<file path="src/design/rgbhsl_pkg.sv">
// Shared types, constants and the divider step for the RGB to HSL converter.
// Used by every module of the block; depends on nothing.
package rgbhsl_pkg;

  localparam int unsigned ChanW = 8;
  localparam int unsigned RemW  = 16;
  localparam int unsigned DivStages = 4;

  // Hue sector offsets on the 240 scale.
  localparam logic [7:0] HueBaseRed   = 8'd0;
  localparam logic [7:0] HueBaseGreen = 8'd80;
  localparam logic [7:0] HueBaseBlue  = 8'd160;
  localparam logic [7:0] HueBaseWrap  = 8'd240;

  // floor(8 * S / 17) equals (S * LightMul) >> LightShift for every S up to 510.
  localparam logic [11:0] LightMul   = 12'd3856;
  localparam int unsigned LightShift = 13;

  typedef struct packed {
    logic [ChanW-1:0] red;
    logic [ChanW-1:0] green;
    logic [ChanW-1:0] blue;
  } rgb_pixel_t;

  typedef struct packed {
    logic [ChanW-1:0] hue;
    logic [ChanW-1:0] saturation;
    logic [ChanW-1:0] lightness;
  } hsl_result_t;

  typedef struct packed {
    logic [RemW-1:0]  hue_rem;
    logic [ChanW-1:0] hue_q;
    logic [ChanW-1:0] hue_den;
    logic [ChanW-1:0] hue_base;
    logic             hue_sub;
    logic [RemW-1:0]  sat_rem;
    logic [ChanW-1:0] sat_q;
    logic [ChanW-1:0] sat_den;
    logic [ChanW-1:0] lightness;
    logic             grey;
  } hsl_job_t;

  typedef struct packed {
    logic [RemW-1:0] rem;
    logic            qbit;
  } div_step_t;

  // One restoring division step at quotient bit position sh.
  function automatic div_step_t div_step(logic [RemW-1:0] rem, logic [ChanW-1:0] den,
                                         logic [2:0] sh);
    logic [RemW+6:0] dsh;
    div_step_t       res;
    dsh = {15'd0, den} << sh;
    if ({7'd0, rem} >= dsh) begin
      res.rem  = rem - dsh[RemW-1:0];
      res.qbit = 1'b1;
    end else begin
      res.rem  = rem;
      res.qbit = 1'b0;
    end
    return res;
  endfunction

endpackage

</file>
<file path="src/design/rgbhsl_front.sv">
// Front end: registers an accepted pixel and classifies it into a division job.
// Depends on rgbhsl_pkg.
module rgbhsl_front (
  input  logic                    clk_i,
  input  logic                    rst_ni,
  input  logic                    push_i,
  output logic                    full_o,
  input  rgbhsl_pkg::rgb_pixel_t  pixel_i,
  output logic                    job_valid_o,
  input  logic                    job_ready_i,
  output rgbhsl_pkg::hsl_job_t    job_o
);
  import rgbhsl_pkg::*;

  logic       vld_q, vld_d;
  rgb_pixel_t pix_q;
  logic       take;

  logic [7:0]  r, g, b, mx, mn, d, y;
  logic [8:0]  s;
  logic [8:0]  s_alt;
  logic [20:0] light_prod;
  logic [13:0] hue_num;
  logic [15:0] sat_num;
  logic        r_max, g_max;

  assign full_o = vld_q && !job_ready_i;
  assign take   = push_i && !full_o;
  assign vld_d  = take || (vld_q && !job_ready_i);

  always_ff @(posedge clk_i or negedge rst_ni) begin
    if (!rst_ni) begin
      vld_q <= 1'b0;
    end else begin
      vld_q <= vld_d;
    end
  end

  always_ff @(posedge clk_i) begin
    if (take) begin
      pix_q <= pixel_i;
    end
  end

  always_comb begin
    r = pix_q.red;
    g = pix_q.green;
    b = pix_q.blue;
    r_max = (r >= g) && (r >= b);
    g_max = !r_max && (g >= b);
    mx = r_max ? r : (g_max ? g : b);
    mn = (r <= g) ? ((r <= b) ? r : b) : ((g <= b) ? g : b);
    d = mx - mn;
    s = {1'b0, mx} + {1'b0, mn};
    s_alt = 9'd510 - s;
    light_prod = {12'd0, s} * {9'd0, LightMul};

    job_o = '0;
    if (r_max) begin
      job_o.hue_base = (g >= b) ? HueBaseRed : HueBaseWrap;
      job_o.hue_sub  = (g < b);
      y = (g >= b) ? (g - b) : (b - g);
    end else if (g_max) begin
      job_o.hue_base = HueBaseGreen;
      job_o.hue_sub  = (b < r);
      y = (b >= r) ? (b - r) : (r - b);
    end else begin
      job_o.hue_base = HueBaseBlue;
      job_o.hue_sub  = (r < g);
      y = (r >= g) ? (r - g) : (g - r);
    end
    hue_num = ({6'd0, y} << 5) + ({6'd0, y} << 3);
    sat_num = ({8'd0, d} << 8) - ({8'd0, d} << 4);

    job_o.hue_rem   = {2'd0, hue_num};
    job_o.hue_q     = '0;
    job_o.hue_den   = d;
    job_o.sat_rem   = sat_num;
    job_o.sat_q     = '0;
    job_o.sat_den   = (s <= 9'd255) ? s[7:0] : s_alt[7:0];
    job_o.lightness = light_prod[LightShift+7:LightShift];
    job_o.grey      = (d == 8'd0);
  end

  assign job_valid_o = vld_q;

endmodule

</file>
<file path="src/design/rgbhsl_fifo.sv">
// Two-entry queue that decouples the front end from the divider back end.
// Depends on rgbhsl_pkg.
module rgbhsl_fifo (
  input  logic                  clk_i,
  input  logic                  rst_ni,
  input  logic                  wr_valid_i,
  output logic                  wr_ready_o,
  input  rgbhsl_pkg::hsl_job_t  wr_data_i,
  output logic                  rd_valid_o,
  input  logic                  rd_ready_i,
  output rgbhsl_pkg::hsl_job_t  rd_data_o
);
  import rgbhsl_pkg::*;

  hsl_job_t   mem_q [2];
  logic       wr_ptr_q, wr_ptr_d, rd_ptr_q, rd_ptr_d;
  logic [1:0] cnt_q, cnt_d;
  logic       wr_en, rd_en;

  assign wr_ready_o = (cnt_q != 2'd2);
  assign rd_valid_o = (cnt_q != 2'd0);
  assign wr_en      = wr_valid_i && wr_ready_o;
  assign rd_en      = rd_ready_i && rd_valid_o;
  assign rd_data_o  = mem_q[rd_ptr_q];

  always_comb begin
    wr_ptr_d = wr_en ? !wr_ptr_q : wr_ptr_q;
    rd_ptr_d = rd_en ? !rd_ptr_q : rd_ptr_q;
    cnt_d    = cnt_q + {1'b0, wr_en} - {1'b0, rd_en};
  end

  always_ff @(posedge clk_i or negedge rst_ni) begin
    if (!rst_ni) begin
      wr_ptr_q <= 1'b0;
      rd_ptr_q <= 1'b0;
      cnt_q    <= 2'd0;
    end else begin
      wr_ptr_q <= wr_ptr_d;
      rd_ptr_q <= rd_ptr_d;
      cnt_q    <= cnt_d;
    end
  end

  always_ff @(posedge clk_i) begin
    if (wr_en) begin
      mem_q[wr_ptr_q] <= wr_data_i;
    end
  end

`ifndef SYNTHESIS
  // The occupancy never exceeds the two entries.
  a_cnt_bound: assert property (@(posedge clk_i) disable iff (!rst_ni)
    cnt_q != 2'd3) else $error("queue occupancy out of range");

  // Pointers agree with the occupancy.
  a_ptr_match: assert property (@(posedge clk_i) disable iff (!rst_ni)
    (cnt_q == 2'd0 || cnt_q == 2'd2) |-> (wr_ptr_q == rd_ptr_q))
    else $error("queue pointers disagree with occupancy");
`endif

endmodule

</file>
<file path="src/design/rgbhsl_back.sv">
// Back end: four-stage restoring divider pipeline for hue and saturation,
// followed by the result register. Depends on rgbhsl_pkg.
module rgbhsl_back (
  input  logic                    clk_i,
  input  logic                    rst_ni,
  input  logic                    job_valid_i,
  output logic                    job_ready_o,
  input  rgbhsl_pkg::hsl_job_t    job_i,
  output logic                    empty_o,
  input  logic                    pop_i,
  output rgbhsl_pkg::hsl_result_t result_o
);
  import rgbhsl_pkg::*;

  hsl_job_t    st_q  [DivStages];
  hsl_job_t    nxt   [DivStages];
  hsl_job_t    src   [DivStages];
  logic        vld_q [DivStages];
  logic        vld_d [DivStages];
  logic        rdy   [DivStages];
  logic        src_vld [DivStages];
  div_step_t   hs_a, hs_b, ss_a, ss_b;
  logic        out_vld_q, out_vld_d, out_rdy;
  hsl_result_t res_q, res_d;
  logic        hue_up;

  assign out_rdy = !out_vld_q || pop_i;

  always_comb begin
    rdy[DivStages-1] = !vld_q[DivStages-1] || out_rdy;
    for (int k = DivStages - 2; k >= 0; k--) begin
      rdy[k] = !vld_q[k] || rdy[k+1];
    end
  end

  assign job_ready_o = rdy[0];

  always_comb begin
    hs_a = '0;
    hs_b = '0;
    ss_a = '0;
    ss_b = '0;
    for (int k = 0; k < DivStages; k++) begin
      src[k]     = (k == 0) ? job_i : st_q[(k == 0) ? 0 : k - 1];
      src_vld[k] = (k == 0) ? job_valid_i : vld_q[(k == 0) ? 0 : k - 1];
      hs_a = div_step(src[k].hue_rem, src[k].hue_den, 3'(7 - 2 * k));
      hs_b = div_step(hs_a.rem, src[k].hue_den, 3'(6 - 2 * k));
      ss_a = div_step(src[k].sat_rem, src[k].sat_den, 3'(7 - 2 * k));
      ss_b = div_step(ss_a.rem, src[k].sat_den, 3'(6 - 2 * k));
      nxt[k] = src[k];
      nxt[k].hue_rem = hs_b.rem;
      nxt[k].sat_rem = ss_b.rem;
      nxt[k].hue_q[7-2*k] = hs_a.qbit;
      nxt[k].hue_q[6-2*k] = hs_b.qbit;
      nxt[k].sat_q[7-2*k] = ss_a.qbit;
      nxt[k].sat_q[6-2*k] = ss_b.qbit;
      vld_d[k] = rdy[k] ? src_vld[k] : vld_q[k];
    end
  end

  always_ff @(posedge clk_i or negedge rst_ni) begin
    if (!rst_ni) begin
      for (int k = 0; k < DivStages; k++) begin
        vld_q[k] <= 1'b0;
      end
      out_vld_q <= 1'b0;
    end else begin
      for (int k = 0; k < DivStages; k++) begin
        vld_q[k] <= vld_d[k];
      end
      out_vld_q <= out_vld_d;
    end
  end

  always_ff @(posedge clk_i) begin
    for (int k = 0; k < DivStages; k++) begin
      if (rdy[k] && src_vld[k]) begin
        st_q[k] <= nxt[k];
      end
    end
    if (out_rdy && vld_q[DivStages-1]) begin
      res_q <= res_d;
    end
  end

  always_comb begin
    hue_up = (st_q[DivStages-1].hue_rem != '0);
    out_vld_d = out_rdy ? vld_q[DivStages-1] : out_vld_q;
    res_d.lightness = st_q[DivStages-1].lightness;
    if (st_q[DivStages-1].grey) begin
      res_d.hue        = '0;
      res_d.saturation = '0;
    end else begin
      res_d.saturation = st_q[DivStages-1].sat_q;
      if (st_q[DivStages-1].hue_sub) begin
        res_d.hue = st_q[DivStages-1].hue_base - st_q[DivStages-1].hue_q
                    - {7'd0, hue_up};
      end else begin
        res_d.hue = st_q[DivStages-1].hue_base + st_q[DivStages-1].hue_q;
      end
    end
  end

  assign empty_o  = !out_vld_q;
  assign result_o = res_q;

`ifndef SYNTHESIS
  // A finished hue quotient never exceeds the 40 steps of one sector.
  a_hue_q_bound: assert property (@(posedge clk_i) disable iff (!rst_ni)
    (vld_q[DivStages-1] && !st_q[DivStages-1].grey) |-> (st_q[DivStages-1].hue_q <= 8'd40))
    else $error("hue quotient out of sector range");

  // Every delivered result stays on the 240 scale, with hue short of a full turn.
  a_result_range: assert property (@(posedge clk_i) disable iff (!rst_ni)
    out_vld_q |-> (res_q.hue < 8'd240 && res_q.saturation <= 8'd240
                   && res_q.lightness <= 8'd240))
    else $error("result out of range");

  // A result that is held back by the last stage is not dropped.
  a_last_hold: assert property (@(posedge clk_i) disable iff (!rst_ni)
    (vld_q[DivStages-1] && !out_rdy) |=> vld_q[DivStages-1])
    else $error("stalled transaction lost in divider pipeline");
`endif

endmodule

</file>
<file path="src/design/rgb_to_hsl_240.sv">
// RGB to HSL converter on a 0..240 scale, top level.
// Instantiates rgbhsl_front, rgbhsl_fifo and rgbhsl_back; depends on rgbhsl_pkg.
//
// Usage:
//   Input channel: drive pixel_i and raise push; a transaction is taken at a
//   rising edge where push is high and full is low.
//   Result channel: while empty is low, result_o holds the oldest result; it is
//   taken at a rising edge where pop is high and empty is low.
//   Results leave in the order the pixels arrived, one result per pixel.
// Timing:
//   A pixel taken at an edge is loaded into the front register, then written
//   into the queue, passed through the four divider stages that produce two
//   quotient bits each for hue and saturation, and loaded into the result
//   register, where it is on result_o with empty low. Throughput is one pixel
//   per cycle while the result side does not stall; every stage then advances each cycle.
// Reset and stalls:
//   Reset empties the queue, the pipeline and the result register.
//   When pop stays low, stages fill behind the result register, the queue
//   fills, and full rises; nothing is lost and taking resumes once pop returns.
module rgb_to_hsl_240 (
  input  logic                    clk_i,
  input  logic                    rst_ni,
  input  logic                    push,
  output logic                    full,
  input  rgbhsl_pkg::rgb_pixel_t  pixel_i,
  output logic                    empty,
  input  logic                    pop,
  output rgbhsl_pkg::hsl_result_t result_o
);
  import rgbhsl_pkg::*;

  logic     f_valid, f_ready, b_valid, b_ready;
  hsl_job_t f_job, b_job;

  rgbhsl_front u_front (
    .clk_i       (clk_i),
    .rst_ni      (rst_ni),
    .push_i      (push),
    .full_o      (full),
    .pixel_i     (pixel_i),
    .job_valid_o (f_valid),
    .job_ready_i (f_ready),
    .job_o       (f_job)
  );

  rgbhsl_fifo u_fifo (
    .clk_i      (clk_i),
    .rst_ni     (rst_ni),
    .wr_valid_i (f_valid),
    .wr_ready_o (f_ready),
    .wr_data_i  (f_job),
    .rd_valid_o (b_valid),
    .rd_ready_i (b_ready),
    .rd_data_o  (b_job)
  );

  rgbhsl_back u_back (
    .clk_i       (clk_i),
    .rst_ni      (rst_ni),
    .job_valid_i (b_valid),
    .job_ready_o (b_ready),
    .job_i       (b_job),
    .empty_o     (empty),
    .pop_i       (pop),
    .result_o    (result_o)
  );

endmodule
</file>
<file path="config.mk">
export PLATFORM = sky130hd
export DESIGN_NAME = rgb_to_hsl_240
export DESIGN_NICKNAME = d
export VERILOG_FILES = /design/src/design/rgbhsl_pkg.sv /design/src/design/rgbhsl_front.sv /design/src/design/rgbhsl_fifo.sv /design/src/design/rgbhsl_back.sv /design/src/design/rgb_to_hsl_240.sv
export SDC_FILE = /design/constraint.sdc
export NUM_CORES = 1
export LEC_CHECK = 0
export BUFFER_PORTS_ARGS = -buffer_cell sky130_fd_sc_hd__buf_4
export CAP_MARGIN = 20
export CORE_MARGIN = 3
export CORE_UTILIZATION = 25
export DETAILED_ROUTE_END_ITERATION = 12
export GPL_TIMING_DRIVEN = 0
export PLACE_DENSITY = 0.39
export REMOVE_ABC_BUFFERS = 1
export SLEW_MARGIN = 15
export SYNTH_ARGS = -nofsm -noshare
export SYNTH_HDL_FRONTEND = slang
export SYNTH_SLANG_ARGS = --single-unit
export TNS_END_PERCENT = 50
</file>
<file path="constraint.sdc">
create_clock -name clk_i -period 16.95 [get_ports clk_i]
set_input_delay 2.5425 -clock clk_i [delete_from_list [all_inputs] [get_ports clk_i]]
set_output_delay 2.5425 -clock clk_i [all_outputs]
set_load 0.02 [all_outputs]
</file>
Word level (Yosys, flattened, before mapping)
Memory sizes are Yosys's and may differ from the RTL's. Cells that the tools add are included. W data, S select, Z words.

$add $sub $neg: 32. Multipliers: 1. Order comparisons: 27. Equal/unequal tests: 1. Multiplexer cells: 41. Reduce and logical (&&, ||, !) cells: 29.

Operator list (number): $mux W17 (16); $mux W8 (13); $sub A8 B8 Y8 (8); $sub A16 B12 Y16 (3); $ge A16 B10 Y1 (2); $ge A16 B11 Y1 (2); $ge A16 B12 Y1 (2); $ge A16 B13 Y1 (2); $ge A16 B14 Y1 (2); $ge A16 B15 Y1 (2); $ge A16 B8 Y1 (2); $ge A16 B9 Y1 (2); $ge A8 B8 Y1 (4); $sub A16 B10 Y16 (2); $sub A16 B11 Y16 (2); $sub A16 B13 Y16 (2); $sub A16 B14 Y16 (2); $sub A16 B15 Y16 (2); $sub A16 B8 Y16 (2); $sub A16 B9 Y16 (2); $le A8 B8 Y1 (3); $lt A8 B8 Y1 (3); $mux W9 (2); $mul A9 B8 Y17 const B (1); 16 further kinds (48).

Bits in registers: 58. RAM bits: 456. Input port bits: 28. Output and inout port bits: 26. Logic and storage cells: 148. Memories kept: 2.

Memories: u_back.st_q (depth 4, bits a word 82, rd ports 4, clocked after memory_dff 0, wr ports 4, line rgbhsl_back.sv:15) `hsl_job_t st_q [DivStages];`; u_fifo.mem_q (depth 2, bits a word 64, rd ports 1, clocked after memory_dff 0, wr ports 1, line rgbhsl_fifo.sv:15) `hsl_job_t mem_q [2];`.

Depth between registers and ports, before layout
Word-level depth: 9. Mapped depth: 36. Depth with buffers taken out: 33.

Modules after synthesis
A second synthesis with hierarchy kept.

Cell total of the unflattened synthesis: 2683. Area, all modules: 30838.3 um2.

Modules (own cells, without submodules): rgbhsl_back (times used 1, cells each 1686, area an instance 18624.1 um2); rgbhsl_fifo (times used 1, cells each 277, area an instance 6162.2 um2); rgbhsl_front (times used 1, cells each 720, area an instance 6052.1 um2).

Least setup slack after synthesis
OpenSTA, ideal clock, no wires.

Kind: reg-to-reg. From: register u_front.pix_q (netlist bit u_front.b[1]). To: memory u_fifo.mem_q[0][8] (netlist bit), data pin. Setup time: 264 ps. Arrival: 8185 ps. Path slack: 8501 ps. Stages on the path, launching flop included: 35. Path buffers: 4. Period minus slack after synthesis: 8449 ps. Path through: edfxtp_1 inv_1 fa_1 a21o_1 a21oi_1 a21oi_1 o21ai_0 clkbuf_1 clkbuf_1 ha_1 buf_1 clkbuf_1 mux2i_1 a21oi_1 ha_1 inv_1 o21bai_1 a21oi_1 nor2_1 nor2_1 o21ai_0 xor2_1 inv_1 fa_1 inv_1 fa_1 ha_1 ha_1 ha_1 and3_1 a21oi_1 o21ai_1 o41ai_1 o21ba_1 xnor2_1.

RTL lines: from (decl) (line rgbhsl_front.sv:16) `rgb_pixel_t pix_q;`; from (signal assigned) (line rgbhsl_front.sv:41) `pix_q <= pixel_i;`; to (decl) (line rgbhsl_fifo.sv:15).

==> metrics.yaml <==
outcome:
  status: "completed"
floorplanning:
  die-area_sq_mm: 0.107
  die_y_um: 327
  ioPinCount: 54
  die_w_um: 327
  row_count: 116
  fp.coreArea_sq_mm: 0.101
  start_util_pct: 25.4
sta:
  tightest_slew_ns: 1.06
  finalHoldViolations: 0
  fmax_ghz: 0.104
  rsz0062_at_grt: "no"
  relSlewSlack_pct: 29.3
  period_needed_ns: 9.62
  finalMaxSlewViolations: 0
  skew_ns: 0.0122
  setup_violations: 0
  final.setup.tns_ns: 0
  finalCritPeriodShare_pct: 56.8
synthesis:
  ys_ff_latch: 382
  yosysTopAreaCellShare_pct: 43.5
  ys_types: 95
  synth_xor_area_share_pct: 5.73
  netlist_area_sq_mm: 0.0257
  synthAdderAreaFrac_pct: 15.2
  synth_top_family_by_area: "adder cells"
  syn_avg_cell_area_sq_um: 10.9
  synthCells: 2355
  yosys_warnings: 0
  synth.area.mux_share_pct: 6.45
  synthSimpleGateAreaFrac_pct: 11.3
  synth_compound_area_share_pct: 12.7
  ys_seq_area_share_pct: 44.4
  yosys-top-cells-area: "edfxtp_1 43%, ha_1 13%, xnor2_1 3.9%"
  synthArstFlopShare_pct: 2.62
  synth_top_cell_by_area: "edfxtp_1"
  synth_edf_count: 372
  synth-main-ff-cell: "edfxtp_1"
place:
  gp_congestion: 0.844
  io_buffers: 53
  place_hpwl_mm: 45.6
clock_network:
  post_cts_resize_count: 0
  postCtsHoldBufs: 0
  cts-buffers-inserted: 49
  cts_tree: "done"
  cts_buffer_depth: 3
  clock_latency_ns: 0.59
  clkSinkCount: 382
  clk_root_buffer_cell: "clkbuf_16"
  post_cts_buffers: 0
  path_clk_slew_ns: 0.06
  htreeDepth: 2
global_route:
  grt_start_max_net_pins: 57
  antenna_found_initial: 1
  grt-busiest-layer: "met2"
  use_met2_pct: 19.3
  met3_usage_pct: 1.77
  grt_pass1_vias: 17900
  met1_usage_pct: 13.4
  overflow: 0
  grt_pass1_wl_mm: 94.7
  grtUsageTotal_pct: 10.9
finish:
  drive_above_1_share_pct: 11.9
  antenna_cells: 0
  layout_commonest_cell: "edfxtp_1"
  area_growth_pct: 15.8
  mostFrequentLayoutCells: "372 x edfxtp_1, 258 x ha_1, 245 x inv_1, 171 x nor2_1, 168 x a21oi_1"
  fillers: 10400
  multiInputGateArea_sq_mm: 0.0133
  nets: 2760
  regArea_sq_mm: 0.0114
routing:
  vias: 17000
  first_pass_iters: 5
  ant_nets: 0
  drt_iter0_markers: 676
  via_per_inst: 4.44
  route.detailed.drc: 0
  finalWirelength_mm: 58.5
  wire_per_inst_um: 15.3
worst_setup_path:
  slowest_delay_ns: 0.99
  cp_common_cell: "a21oi_1"
  cp-start-kind: "flop"
  worstSetupPathType: "flop to flop"
  worstPathMaxFanout: 32
  cp.required_ns: 17.33
  cp_slowest_cell: "ha_1"
  end_kind: "flop"
  critPathArrivalTime_ns: 10.01
hold_path:
  hp-class: "flop to flop"
run:
  cap_violations: 0
[synth_stat cells (6+ instances only)]
master / n
and3_1: 6
nor2b_1: 46
ha_1: 258
o21a_1: 35
and2_1: 13
inv_1: 245
nand2_1: 113
o21ai_0: 90
buf_2: 10
o31ai_1: 9
o22a_1: 6
o21bai_1: 19
a31oi_1: 21
o31a_1: 6
mux2_4: 6
or2_2: 16
nand4_1: 33
nand3_1: 34
nand2b_1: 34
xnor2_1: 115
o211ai_1: 10
dfrtp_1: 10
edfxtp_1: 372
fa_1: 34
xor2_1: 53
nor3_1: 33
nand3b_1: 6
a211oi_1: 10
o21ai_1: 10
nor2_1: 172
a21oi_1: 169
clkbuf_1: 17
mux2i_1: 62
nor4_1: 11
a21o_1: 53
a221oi_1: 6
mux2_2: 84
a21boi_0: 16
or3_1: 11
[critical path, delay by kind of cell, from the launching register on]
family / cells / cell delay, ns
buf+inv: 3 / 0.56
mux: 1 / 0.26
simple gates: 3 / 0.32
flops: 1 / 0.56
xor+xnor: 2 / 0.64
compound gates: 14 / 3.37
fa+ha+maj: 8 / 3.71
[kinds of logic after synthesis]
kind of cell    Yosys count
compound gates          511
xor+xnor                168
fa+ha+maj               292
buf+inv                 281
flops                   382
mux                     152
simple gates            569
[per-stage QoR]
step	hold WS [ns]	instances	area, sq um	utilization [%]	setup slack [ns]
2_1_floorplan	0.400	2321	25600	-	7.58
3_3_place_gp	0.401	3731	27600	27.4	5.06
3_5_place_dp	0.405	3745	28100	27.8	7.22
4_1_cts	0.414	3834	29800	29.5	7.20
5_1_grt	0.420	3835	29800	29.5	6.37
6_report	0.412	3835	29800	29.5	7.33
[registers in the layout, summed over array words and instances (netlist names)]
signal / flops
u_back.out_vld_q: 1
u_front.job_valid_o: 1
u_back.st_q: 226
u_fifo.mem_q: 98
u_fifo.rd_ptr_q: 1
u_back.src_vld: 3
u_front.g: 8
u_front.r: 8
u_fifo.cnt_q: 2
u_fifo.wr_ptr_q: 1
u_back.result_o: 24
u_back.vld_q: 1
u_front.b: 8
[routing by layer]
| metal | vias up | share of wire (%) | routed length [um] |
|---|---|---|---|
| met5 | - | 0 | 0 |
| met4 | 0 | 2.9 | 1720 |
| met3 | 92 | 3.1 | 1830 |
| met2 | 197 | 49 | 28700 |
| met1 | 8030 | 45 | 26200 |
| li1 | 8716 | - | - |
[final timing paths]
path                                     from             endpoint  slack (ns)  depth (start not counted)
setup reg to reg                 u_front.b[1]   u_fifo.mem_q[0][8]        7.33                         31
max in group asynchronous              rst_ni      u_fifo.rd_ptr_q       15.01                          1
hold reg to reg            u_back.st_q[1][23]   u_back.st_q[2][23]        0.41                          0
setup / recovery                 u_front.b[1]   u_fifo.mem_q[0][8]        7.33                         31
hold / removal             u_back.st_q[1][23]   u_back.st_q[2][23]        0.41                          0
min in group asynchronous              rst_ni  u_front.job_valid_o        1.77                          1
[area by class of cell]
class | instances | share of cell area, %
flip-flops and latches | 382 | 38.4
well taps | 1357 | 5.70
clock inverters | 35 | 1.56
multi-input cells | 1692 | 44.6
clock buffers | 54 | 4.18
repair buffers | 68 | 2.43
inverters | 247 | 3.11
Power is not shown: default switching activity piles up to over one toggle a cycle in this logic, so the estimate is an artifact.
